$ cat config.mk
export PLATFORM = sky130hd
export DESIGN_NAME = lpkvt_ctrl
export DESIGN_NICKNAME = d
export VERILOG_FILES = /design/src/design/lpkvt_pkg.sv /design/src/design/lpkvt_ctrl.sv
export SDC_FILE = /design/constraint.sdc
export NUM_CORES = 1
export LEC_CHECK = 0
export BUFFER_PORTS_ARGS = -buffer_cell sky130_fd_sc_hd__buf_2
export CAP_MARGIN = 20
export CORE_AREA = 2 2 39 41
export CTS_CLUSTER_DIAMETER = 200
export CTS_CLUSTER_SIZE = 40
export DETAILED_ROUTE_END_ITERATION = 8
export DIE_AREA = 0 0 41 43
export GPL_TIMING_DRIVEN = 0
export MAX_ROUTING_LAYER = met4
export SLEW_MARGIN = 20
export SYNTH_ARGS = -nofsm -noshare
export SYNTH_HDL_FRONTEND = slang
export SYNTH_SLANG_ARGS = --single-unit
export TNS_END_PERCENT = 50
$ cat constraint.sdc
create_clock -name clock -period 1.7 [get_ports clock]
set_clock_uncertainty 0.2 [all_clocks]
set_input_delay 0.34 -clock clock [delete_from_list [all_inputs] [get_ports clock]]
set_output_delay 0.34 -clock clock [all_outputs]
set_load 0.02 [all_outputs]
$ cat src/design/lpkvt_pkg.sv
`timescale 1ns / 1ps
// ----------------------------------------------------------------------------
// lpkvt_pkg: shared types and constants
// Table geometry, result codes and the control/status bundles between the
// probe controller and the table datapath.
// ----------------------------------------------------------------------------
package lpkvt_pkg;

   localparam int CAPACITY   = 64;
   localparam int SLOT_W     = $clog2(CAPACITY);
   localparam int CNT_W      = SLOT_W + 1;
   localparam int KEY_W      = 32;
   localparam int VAL_W      = 64;
   localparam int LOAD_LIMIT = (CAPACITY * 3) / 4;

   typedef enum logic [1:0] {
      ST_HIT  = 2'd0,
      ST_NEW  = 2'd1,
      ST_FULL = 2'd2,
      ST_ZERO = 2'd3
   } status_type;

   typedef struct packed {
      logic       load_req;   // capture request, start probe at home slot
      logic       advance;    // step to next slot
      logic       wr_hit;     // commit a put to a matching slot
      logic       wr_new;     // claim the empty slot
      logic       set_res;    // capture result fields
      status_type res_code;
      logic       load_rsp;   // move result into output register
   } dp_cmd_type;

   typedef struct packed {
      logic key_zero;   // key on the request port is zero
      logic match;      // probed slot holds the key
      logic empty;      // probed slot is empty
      logic at_limit;   // used count at the load limit
      logic last_probe; // every slot has been visited
      logic rsp_free;   // output register can take a result
   } dp_stat_type;

endpackage

$ cat src/design/lpkvt_ctrl.sv
`timescale 1ns / 1ps
// ----------------------------------------------------------------------------
// lpkvt_ctrl: probe controller
// Sequences accept, slot read, compare and result hand-off for one request.
// ----------------------------------------------------------------------------
module lpkvt_ctrl
   import lpkvt_pkg::*;
(
   input  logic        clock,
   input  logic        reset,
   input  logic        req_valid,
   output logic        req_ready,
   input  dp_stat_type stat,
   output dp_cmd_type  cmd
);

   typedef enum logic [1:0] {
      S_IDLE,
      S_READ,
      S_CHECK,
      S_DONE
   } state_type;

   state_type state_ff;
   state_type state_in;

   assign req_ready = (state_ff == S_IDLE);

   always_comb begin
      cmd      = '0;
      cmd.res_code = ST_HIT;
      state_in = state_ff;
      unique case (state_ff)
         S_IDLE: begin
            if (req_valid) begin
               cmd.load_req = 1'b1;
               if (stat.key_zero) begin
                  cmd.set_res  = 1'b1;
                  cmd.res_code = ST_ZERO;
                  state_in     = S_DONE;
               end else begin
                  state_in = S_READ;
               end
            end
         end
         S_READ: begin
            state_in = S_CHECK;
         end
         S_CHECK: begin
            priority if (stat.match) begin
               cmd.wr_hit   = 1'b1;
               cmd.set_res  = 1'b1;
               cmd.res_code = ST_HIT;
               state_in     = S_DONE;
            end else if (stat.empty) begin
               cmd.set_res = 1'b1;
               if (stat.at_limit) begin
                  cmd.res_code = ST_FULL;
               end else begin
                  cmd.wr_new   = 1'b1;
                  cmd.res_code = ST_NEW;
               end
               state_in = S_DONE;
            end else if (stat.last_probe) begin
               cmd.set_res  = 1'b1;
               cmd.res_code = ST_FULL;
               state_in     = S_DONE;
            end else begin
               cmd.advance = 1'b1;
               state_in    = S_READ;
            end
         end
         S_DONE: begin
            // hold the result until the output register frees up
            if (stat.rsp_free) begin
               cmd.load_rsp = 1'b1;
               state_in     = S_IDLE;
            end
         end
         default: state_in = S_IDLE;
      endcase
   end

   always_ff @(posedge clock) begin
      if (reset) begin
         state_ff <= S_IDLE;
      end else begin
         state_ff <= state_in;
      end
   end

endmodule

After elaboration in Yosys (flattened, before gate mapping)

Cells that the tools add are included.
W data, S select, Z words.

Register bits after elaboration: 2
RAM bits: 0
Output and inout port bits: 9
Word-level logic and storage cells: 34
Memories: 0
Latch bits: 0
Bits in read-only memories: 0
Bits of input ports: 9

Add/sub/neg operators: 0
Multipliers: 0
Bitwise operators: 0
Divide/modulo/power cells: 0
Reductions and logical operators: 2
Shifts and indexed selects: 0
Mux-type cells: 26
Equality and inequality tests: 5
$lt $le $gt $ge: 0

Operator list:

| operator             | number |
|---|---|
| $mux W3              | 6 |
| $mux W2              | 7 |
| $mux W1              | 11 |
| $pmux W2 S4          | 1 |
| $pmux W3 S2          | 1 |
| $eq A2 B2 Y1 const B | 2 |
| $ne A2 B2 Y1 const B | 2 |
| $eq A2 B1 Y1 const B | 1 |
| $logic_not A2 Y1     | 1 |
| $reduce_and A2 Y1    | 1 |

Logic depth before layout (Yosys ltp)

Gate-level depths: netlist (run 1).

Depth after elaboration: 4
Mapped depth: 3
Depth with buffers taken out: 3

Worst setup path before layout (run 1)

Ideal clock, no wire load.

Path type: reg-to-output
From: register state_ff[0]
To: output port cmd[1] (netlist bit)
Buffers on the path: 0
Data required time: 1.160 ns
Setup slack: -0.018 ns
Data arrival time: 1.178 ns
Cell stages (with the launch flop): 4
Cells stage by stage: dfxtp_1 > nand2b_2 > nor4b_4 > a31o_1

RTL lines:

| what                   | line             | text |
|---|---|---|
| start, declared        | lpkvt_ctrl.sv:24 | `state_type state_ff;` |
| start signal, assigned | lpkvt_ctrl.sv:88 | `state_ff <= state_in;` |
| end, declared          | lpkvt_ctrl.sv:14 | `output dp_cmd_type cmd` |

==> qor.yml, run 1 <==
max_cap_viol_count: 0
grt_max_degree: 10
leakagePower_nw: 0.1917
drtPass1Iterations: 3
final.min_clock_period_ns: 1.761
route.detailed.drc: 0
die_h_um: 43
core_area_um2: 1384
htree_num_levels: 1
pre_cts_ws_ns: 0.08096
synth_top_area_cell: "dfxtp_1"
hp-class: "in2reg"
ys_ff_latch: 2
rsz0062_at_grt: "yes"
cp-startpoint: "state_ff[0]"
start_util: 0.1429
r2r_slack_ns: 0.52
clkSinkCount: 2
rr_worst_depth: 4
seq_area_um2: 47.55
failed_checks: "negative setup slack"
largest_reg_flops: 2
die_w_um: 41
criticalPathCategory: "reg2out"
ir_worst_vdd_uv: 252.7
synth_cell_types: 19
power.density_nw_per_um2: 744.0
hold_path_end: "state_ff[0]"
cts_tree: "built"
synth_most_common_cell: "nor2_1"
crit_path_end_kind: "output port"
placed_cells: 58
fin_nets: 59
timing.fmax_ghz: 0.5679
drive_above_1_share: 0.6250
status: "finished with violations"
synth_nets: 34
power_w: 0.0002886
cts_buffers: 3
synth_edf_count: 0
postCtsHoldBufs: 0
route.met2.wl_um: 272
netlist_area_um2: 197.7
fin_tns_setup_ns: -0.06607
setup_viol: 2
worstSetupStartpointType: "flip-flop"
top_layer: "met3"
track_usage: 0.08111
postSynth.asyncResetShare: 0
syn_area_per_cell_um2: 7.908
min_period_over_period: 1.036
critPathArrivalTime_ns: 1.22
fin_cells: 64
worst_pin_slew_ns: 0.2126
cts_buffer_depth: 2
top_regs: "state_ff x2"
clk_root_buffer_cell: "clkbuf_4"
yosys.area.top_type_share: 0.2025
slew_headroom: 0.8576
antenna_found_initial: 0
grt_pass1_wl_um: 883
seq_area_frac_synth: 0.2025
ys.flop_type: "dfxtp_1"
antenna_cells: 0
multiInputGateArea_um2: 172.7
hold_viol: 0
ys_top_cells_by_count: "4 x nor2_1, 3 x a21oi_1, 2 x dfxtp_1"
boundaryPins: 18
vias: 261
r2r-end: "state_ff[1]"
setup_ws_ns: -0.06079
met3_length_um: 52
max_flop_register: "state_ff"
vias_per_cell: 4.078
area_delta_synth_final_pct: 96.20
wl_per_cell_um: 9.047
rows: 14
required_ns: 1.16
yosys_warnings: 0
met1Wirelength_um: 255
ant_nets: 0
clk_latency_ns: 0.22
cts.clk_slew.worst_paths_ns: 0.03
grt_pass1_vias: 225
reg2reg_from: "state_ff[1]"
min_from: "reset"
gp_congestion: 0.6066
wl_um: 579
port_buffers: 17
slew_violations: 0
synth_area_leaders: "dfxtp_1 20%, nor4b_4 12%, a21oi_1 7.6%, nor2_1 7.6%, mux2i_1 5.1%"
synthCells: 25
hold_path_depth: 2
worstPathMaxFanout: 2
n_fill_cell: 162
grt_overflow: 0
die_area_um2: 1763
drt_iter0_markers: 5
## worst max path at each step
stage | end | slack [ns] | cells past startpoint
floorplan | cmd[1] | -0.004 | 3
global placement | cmd[1] | 0.08 | 4
detailed placement | cmd[1] | 0.08 | 4
CTS | cmd[1] | -0.09 | 4
global route | cmd[1] | -0.12 | 4
finish | cmd[1] | -0.06 | 4
## cell type report
class | count | area share
inverter | 1 | 0.009677
sequential | 2 | 0.1226
timing repair buffer | 20 | 0.3129
clock buffer | 3 | 0.05806
multi-input combinational | 22 | 0.4452
tap | 16 | 0.05161
## layer usage
layer  vias to the layer above  global-route usage
met4                         0             0.06000
met3                         0             0.04712
met2                        10              0.1063
li1                        137                   -
met5                         -                   -
met1                       114             0.08626
## what timing repair did
item / in CTS / in global routing
gates resized for setup: 5 / 5
setup buffers: 2 / 1
hold endpoints to repair: 0 / 0
endpoints found under the setup margin: 3 / 5
pin swaps: 1 / 0
## cell usage in the layout, fill, tap and decap left out
master / synthesis / final
dfxtp_4: 0 / 2
nor2b_1: 1 / 1
nand2_1: 1 / 1
nor4_2: 0 / 1
a21oi_1: 3 / 3
and2_1: 1 / 1
nand2b_1: 1 / 1
o21bai_1: 1 / 1
mux2i_1: 1 / 1
inv_1: 1 / 1
buf_4: 0 / 6
a31o_1: 1 / 1
nor2_4: 0 / 1
nand2b_4: 0 / 1
nor3_1: 1 / 1
o22a_1: 1 / 1
o21a_1: 1 / 1
nor4b_4: 1 / 1
or2b_1: 1 / 1
clkbuf_4: 0 / 3
buf_2: 0 / 13
and3_2: 1 / 1
buf_6: 0 / 1
nor2_1: 4 / 3
## critical path: stages, from the launching register on
cell,delay (ns)
dfxtp_4,0.33
nand2b_4,0.14
nor4b_4,0.27
a31o_1,0.15
buf_6,0.11
## metrics by stage
stage,hold slack [ns],area [um2],utilization
final,0.07121,387.9,0.2803
after global routing,0.06918,387.9,0.2803
after CTS,0.06125,361.6,0.2613
after detailed placement,0.3030,310.3,0.2242
after global placement,0.3032,310.3,0.2242
after floorplan,0.2017,205.2,-
## report_power, final
group	total, W	internal (W)	switching, W
clock network	0.000106	0.0000780	0.0000283
logic	0.000120	0.0000588	0.0000615
registers	0.0000620	0.0000534	0.00000859
total	0.000289	0.000190	0.0000984
## logic make-up (layout without fill, tap and decap cells)
family          after synthesis  in the layout  share of synthesized area
simple gates                 14             14                     0.4874
compound gates                7              7                     0.2405
flops                         2              2                     0.2025
mux                           1              1                    0.05063
buf+inv                       1             24                    0.01897
Power figures use the tool's default switching activity.
==> inputs of run 2 (changes only) <==
==> constraint.sdc (replaced) <==
create_clock -name clock -period 1.7 [get_ports clock]
set_clock_uncertainty 0.2 [all_clocks]
set_input_delay 0.255 -clock clock [delete_from_list [all_inputs] [get_ports clock]]
set_output_delay 0.255 -clock clock [all_outputs]
set_load 0.02 [all_outputs]
==> run 2 against run 1 <==
The run now ends clean. Routed wire length down 2.8%. Design area down 8.7%. Die area unchanged. Clock-buffer cell count unchanged. Sequential power up 4.4%. Register-to-register slack better by 0.14 ns. Critical endpoint unchanged.
==> qor.yml, run 2 (same netlist as run 1, synthesis figures left out) <==
wl_um: 563  # was 579 um
max_flop_register: "state_ff"  # unchanged
largest_reg_flops: 2  # unchanged
final.min_clock_period_ns: 1.674  # was 1.761 ns
dp_hpwl_um: 422.2
vias_per_cell: 4.048  # was 4.078
route.detailed.drc: 0  # unchanged
rsz0062_at_grt: "yes"  # unchanged
n_fill_cell: 154  # was 162
clk_root_buffer_cell: "clkbuf_4"  # unchanged
timing.fmax_ghz: 0.5974  # was 0.5679 GHz
rr_worst_depth: 2  # was 4
antenna_found_initial: 0  # unchanged
hp-class: "in2reg"  # unchanged
rows: 14  # unchanged
worstPathMaxFanout: 7  # was 2
grt_max_degree: 10  # unchanged
leakagePower_nw: 0.1786  # was 0.1917 nW
ir_worst_vdd_uv: 278.4  # was 252.7 uV
wl_per_cell_um: 9.081  # was 9.047 um
grt_pass1_vias: 230  # was 225
fin_nets: 57  # was 59
required_ns: 1.24  # was 1.16 ns
area_delta_synth_final_pct: 79.11  # was 96.20%
drt_iter0_markers: 0  # was 5
final_cell_mix: "16 x buf_2, 4 x nor2_1, 3 x a21oi_1, 3 x clkbuf_4, 2 x dfxtp_4"  # was 13 x buf_2, 6 x buf_4, 3 x a21oi_1, 3 x nor2_1, 3 x clkbuf_4
fin_tns_setup_ns: 0  # was -0.06607 ns
boundaryPins: 18  # unchanged
top_regs: "state_ff x2"  # unchanged
ant_nets: 0  # unchanged
vias: 251  # was 261
cts_buffer_depth: 2  # unchanged
power.density_nw_per_um2: 755.0  # was 744.0 nW/um2
pre_cts_ws_ns: 0.1038  # was 0.08096 ns
crit_path_end_kind: "output port"  # unchanged
min_period_over_period: 0.9847  # was 1.036
clk_latency_ns: 0.22  # about the same
drtPass1Iterations: 1  # was 3
hold_path_depth: 3  # was 2
gp_congestion: 0.7166  # was 0.6066
die_w_um: 41  # unchanged
htree_num_levels: 1  # unchanged
start_util: 0.1429  # unchanged
track_usage: 0.07179  # was 0.08111
setup_ws_ns: 0.02609  # was -0.06079 ns
worst_pin_slew_ns: 0.2249  # was 0.2126 ns
hold_viol: 0  # unchanged
placed_cells: 58  # unchanged
antenna_cells: 0  # unchanged
criticalPathCategory: "reg2out"  # unchanged
place_area_um2: 302.8  # was 310.3 um2
slew_violations: 0  # unchanged
setup_viol: 0  # was 2
status: "finished, final reports clean"  # was finished with violations
layout_commonest_cell: "buf_2"  # unchanged
stdcell_area_um2: 354.1  # was 387.9 um2
clkSinkCount: 2  # unchanged
die_h_um: 43  # unchanged
critPathArrivalTime_ns: 1.22  # about the same
port_buffers: 17  # unchanged
drive_above_1_share: 0.5435  # was 0.6250
die_area_um2: 1763  # unchanged
cts_setup_buffers: 0  # was 2
core_area_um2: 1384  # unchanged
fin_cells: 62  # was 64
worstSetupStartpointType: "flip-flop"  # unchanged
cts_buffers: 3  # unchanged
cts_tree: "built"  # unchanged
grt_pass1_wl_um: 807  # was 883 um
grt_overflow: 0  # unchanged
slew_headroom: 0.8487  # was 0.8576
cts.clk_slew.worst_paths_ns: 0.03  # about the same
max_cap_viol_count: 0  # unchanged
-- run 2: cell types whose count changed in the layout (fill, tap and decap cells not counted), sizes merged --
cell and delta:
dlygate4sd3 +1, buf -3
-- run 2: area by class of cell --
class | instances | area, um2 | share of cell area
multi-input cells | 22 | 158.9 | 0.4488
repair buffers | 18 | 101.3 | 0.2862
flip-flops and latches | 2 | 47.55 | 0.1343
clock buffers | 3 | 22.52 | 0.06360
well taps | 16 | 20.02 | 0.05654
inverters | 1 | 3.754 | 0.01060
-- run 2: worst max-delay path, stage by stage (launching register included) --
cell and delay, ns:
dfxtp_4 0.35, nand2b_4 0.16, nor4b_4 0.23, a31o_1 0.15
buf_6 0.12
-- run 2: per-stage QoR --
step                utilization  total power (W)  hold slack, ns
floorplan                     -        0.0001184          0.1241
global placement         0.2188        0.0001546          0.2276
detailed placement       0.2188        0.0001554          0.2276
CTS                      0.2514        0.0002743         0.08270
global route             0.2559        0.0002907          0.1083
finish                   0.2559        0.0002673         0.09553
-- run 2: per-layer routing --
metal | share of wire | track usage
met3 | 0.099 | 0.01571
met5 | 0 | -
met2 | 0.50 | 0.1125
met4 | 0 | 0.06000
met1 | 0.40 | 0.07006
-- run 2: path summary, 6_finish.rpt --
kind                                   from     endpoint  slack (ns)
worst max-delay path            state_ff[0]       cmd[1]        0.03
worst min-delay path                stat[0]  state_ff[0]         0.1
worst max register to register  state_ff[1]  state_ff[0]        0.66
worst min register to register  state_ff[0]  state_ff[1]        0.32
-- run 2: report_power, final --
part | internal [W] | total (W) | leakage (nW) | switching, W
registers | 0.0000536 | 0.0000647 | 0.0178 | 0.0000111
logic | 0.0000452 | 0.0000978 | 0.147 | 0.0000526
clock network | 0.0000779 | 0.000105 | 0.0138 | 0.0000269
-- run 2: timing repair --
item / CTS / global route
setup endpoints to repair: 3 / 2
gates resized for setup: 5 / 2
cloned: 0 / 0
hold buffers: 1 / 0
hold endpoints to repair: 1 / 0
==> inputs of run 3 (changes only) <==
Settings changed: MAX_ROUTING_LAYER met4 to not set.
==> run 3 against run 2 <==
Register-to-register slack barely moved. Final cell count did not move. Via count rose by 0.80%. Critical path depth did not move. Largest cell class unchanged. First-iteration DRC count did not move. Sequential power barely moved. Sequential share of layout area did not move. Largest power group unchanged. Highest routed layer unchanged. Hold slack did not move. Flip-flop and latch count did not move. Routed wire length fell by 0.71%. Clock power barely moved.
==> qor.yml, run 3 (same netlist as run 1, synthesis figures left out) <==
status: "finished, final reports clean"  # unchanged
drive_above_1_share: 0.5435  # unchanged
layout_commonest_cell: "buf_2"  # unchanged
setup_ws_ns: 0.02649  # was 0.02609 ns
hold_viol: 0  # unchanged
rows: 14  # unchanged
timing.fmax_ghz: 0.5975  # was 0.5974 GHz
max_cap_viol_count: 0  # unchanged
setup_viol: 0  # unchanged
vias_per_cell: 4.081  # was 4.048
slew_headroom: 0.8486  # was 0.8487
finish.utilization: 0.2559  # unchanged
grt_max_degree: 10  # unchanged
ant_nets: 0  # unchanged
min_period_over_period: 0.9844  # was 0.9847
leakagePower_nw: 0.1786  # unchanged
largest_reg_flops: 2  # unchanged
n_fill_cell: 154  # unchanged
max_stage_delay_ns: 0.35  # about the same
required_ns: 1.24  # about the same
crit_path_end_kind: "output port"  # unchanged
drtPass1Iterations: 1  # unchanged
clk_root_buffer_cell: "clkbuf_4"  # unchanged
port_buffers: 17  # unchanged
slowest_stage: "dfxtp_4"  # unchanged
boundaryPins: 18  # unchanged
cts_buffer_depth: 2  # unchanged
critPathArrivalTime_ns: 1.22  # about the same
start_util: 0.1429  # unchanged
slew_violations: 0  # unchanged
drt_iter0_markers: 0  # unchanged
htree_num_levels: 1  # unchanged
final_cell_mix: "16 x buf_2, 4 x nor2_1, 3 x a21oi_1, 3 x clkbuf_4, 2 x dfxtp_4"  # unchanged
power_w: 0.0002673  # about the same
area_delta_synth_final_pct: 79.11  # unchanged
core_area_um2: 1384  # unchanged
grt_pass1_wl_um: 807  # unchanged
die_w_um: 41  # unchanged
worst_pin_slew_ns: 0.2251  # was 0.2249 ns
worstPathMaxFanout: 7  # unchanged
clkSinkCount: 2  # unchanged
power.density_nw_per_um2: 754.9  # was 755.0 nW/um2
die_h_um: 43  # unchanged
ir_worst_vdd_uv: 278.4  # about the same
stdcell_area_um2: 354.1  # unchanged
antenna_cells: 0  # unchanged
top_regs: "state_ff x2"  # unchanged
dp_hpwl_um: 422.2  # unchanged
fin_nets: 57  # unchanged
route.detailed.drc: 0  # unchanged
track_usage: 0.07007  # was 0.07179
cts.clk_slew.worst_paths_ns: 0.03  # about the same
pre_cts_ws_ns: 0.1038  # unchanged
path_buf_inv: 1  # unchanged
die_area_um2: 1763  # unchanged
crit_family: "simple AND/OR/NAND/NOR gates"  # unchanged
clk_latency_ns: 0.22  # about the same
place_area_um2: 302.8  # unchanged
crit_chain: "nand2b_4 > nor4b_4 > a31o_1 > buf_6"  # unchanged
wl_per_cell_um: 9.016  # was 9.081 um
vias: 253  # was 251
final.min_clock_period_ns: 1.674  # about the same
grt_pass1_vias: 228  # was 230
placed_cells: 58  # unchanged
criticalPathCategory: "reg2out"  # unchanged
max_flop_register: "state_ff"  # unchanged
fin_cells: 62  # unchanged
worstSetupStartpointType: "flip-flop"  # unchanged
grt_overflow: 0  # unchanged
hp-class: "in2reg"  # unchanged
wl_um: 559  # was 563 um
gp_congestion: 0.7086  # was 0.7166
cts_buffers: 3  # unchanged
rsz0062_at_grt: "yes"  # unchanged
cts_tree: "built"  # unchanged
antenna_found_initial: 0  # unchanged
-- run 3: cell counts in the layout (fill, tap and decap cells not counted) --
Identical to the previous run, type by type.
-- run 3: routing by layer --
layer,vias up,GRT usage,share of wire
met1,109,0.07006,0.39
met2,11,0.1125,0.51
met4,0,0.06000,0
li1,133,-,-
met5,-,0,0
met3,0,0.01571,0.10
-- run 3: path summary, 6_finish.rpt --
path / from / end / slack [ns] / depth (start not counted)
worst max-delay path: state_ff[0] / cmd[1] / 0.03 / 4
worst min-delay path: stat[0] / state_ff[0] / 0.1 / 3
worst max register to register: state_ff[1] / state_ff[0] / 0.66 / 2
worst min register to register: state_ff[0] / state_ff[1] / 0.32 / 1
-- run 3: where the power goes --
group / internal (W) / switching (W) / total [W] / leakage [nW]
sequential: 0.0000536 / 0.0000111 / 0.0000647 / 0.0178
combinational: 0.0000452 / 0.0000526 / 0.0000978 / 0.147
clock: 0.0000779 / 0.0000269 / 0.000105 / 0.0138
-- run 3: cell type report --
cell class	count	area, um2	area share
well taps	16	20.02	0.05654
repair buffers	18	101.3	0.2862
flip-flops and latches	2	47.55	0.1343
clock buffers	3	22.52	0.06360
multi-input cells	22	158.9	0.4488
inverters	1	3.754	0.01060
-- run 3: worst reg2reg max path, stage by stage (launching register included) --
cell and delay (ns):
dfxtp_4 0.39, or2b_1 0.23, a21oi_1 0.15
-- run 3: stage by stage --
| stage | hold slack, ns | TNS [ns] |
|---|---|---|
| floorplan | 0.1241 | 0 |
| global placement | 0.2276 | 0 |
| detailed placement | 0.2276 | 0 |
| CTS | 0.08270 | 0 |
| global route | 0.1083 | -0.07123 |
| finish | 0.09553 | 0 |
-- run 3: repair_timing --
action                     CTS  global route
hold buffers                 1             0
hold endpoints to repair     1             0
resized for setup            5             2
setup endpoints to repair    3             2
buffers inserted             0             0
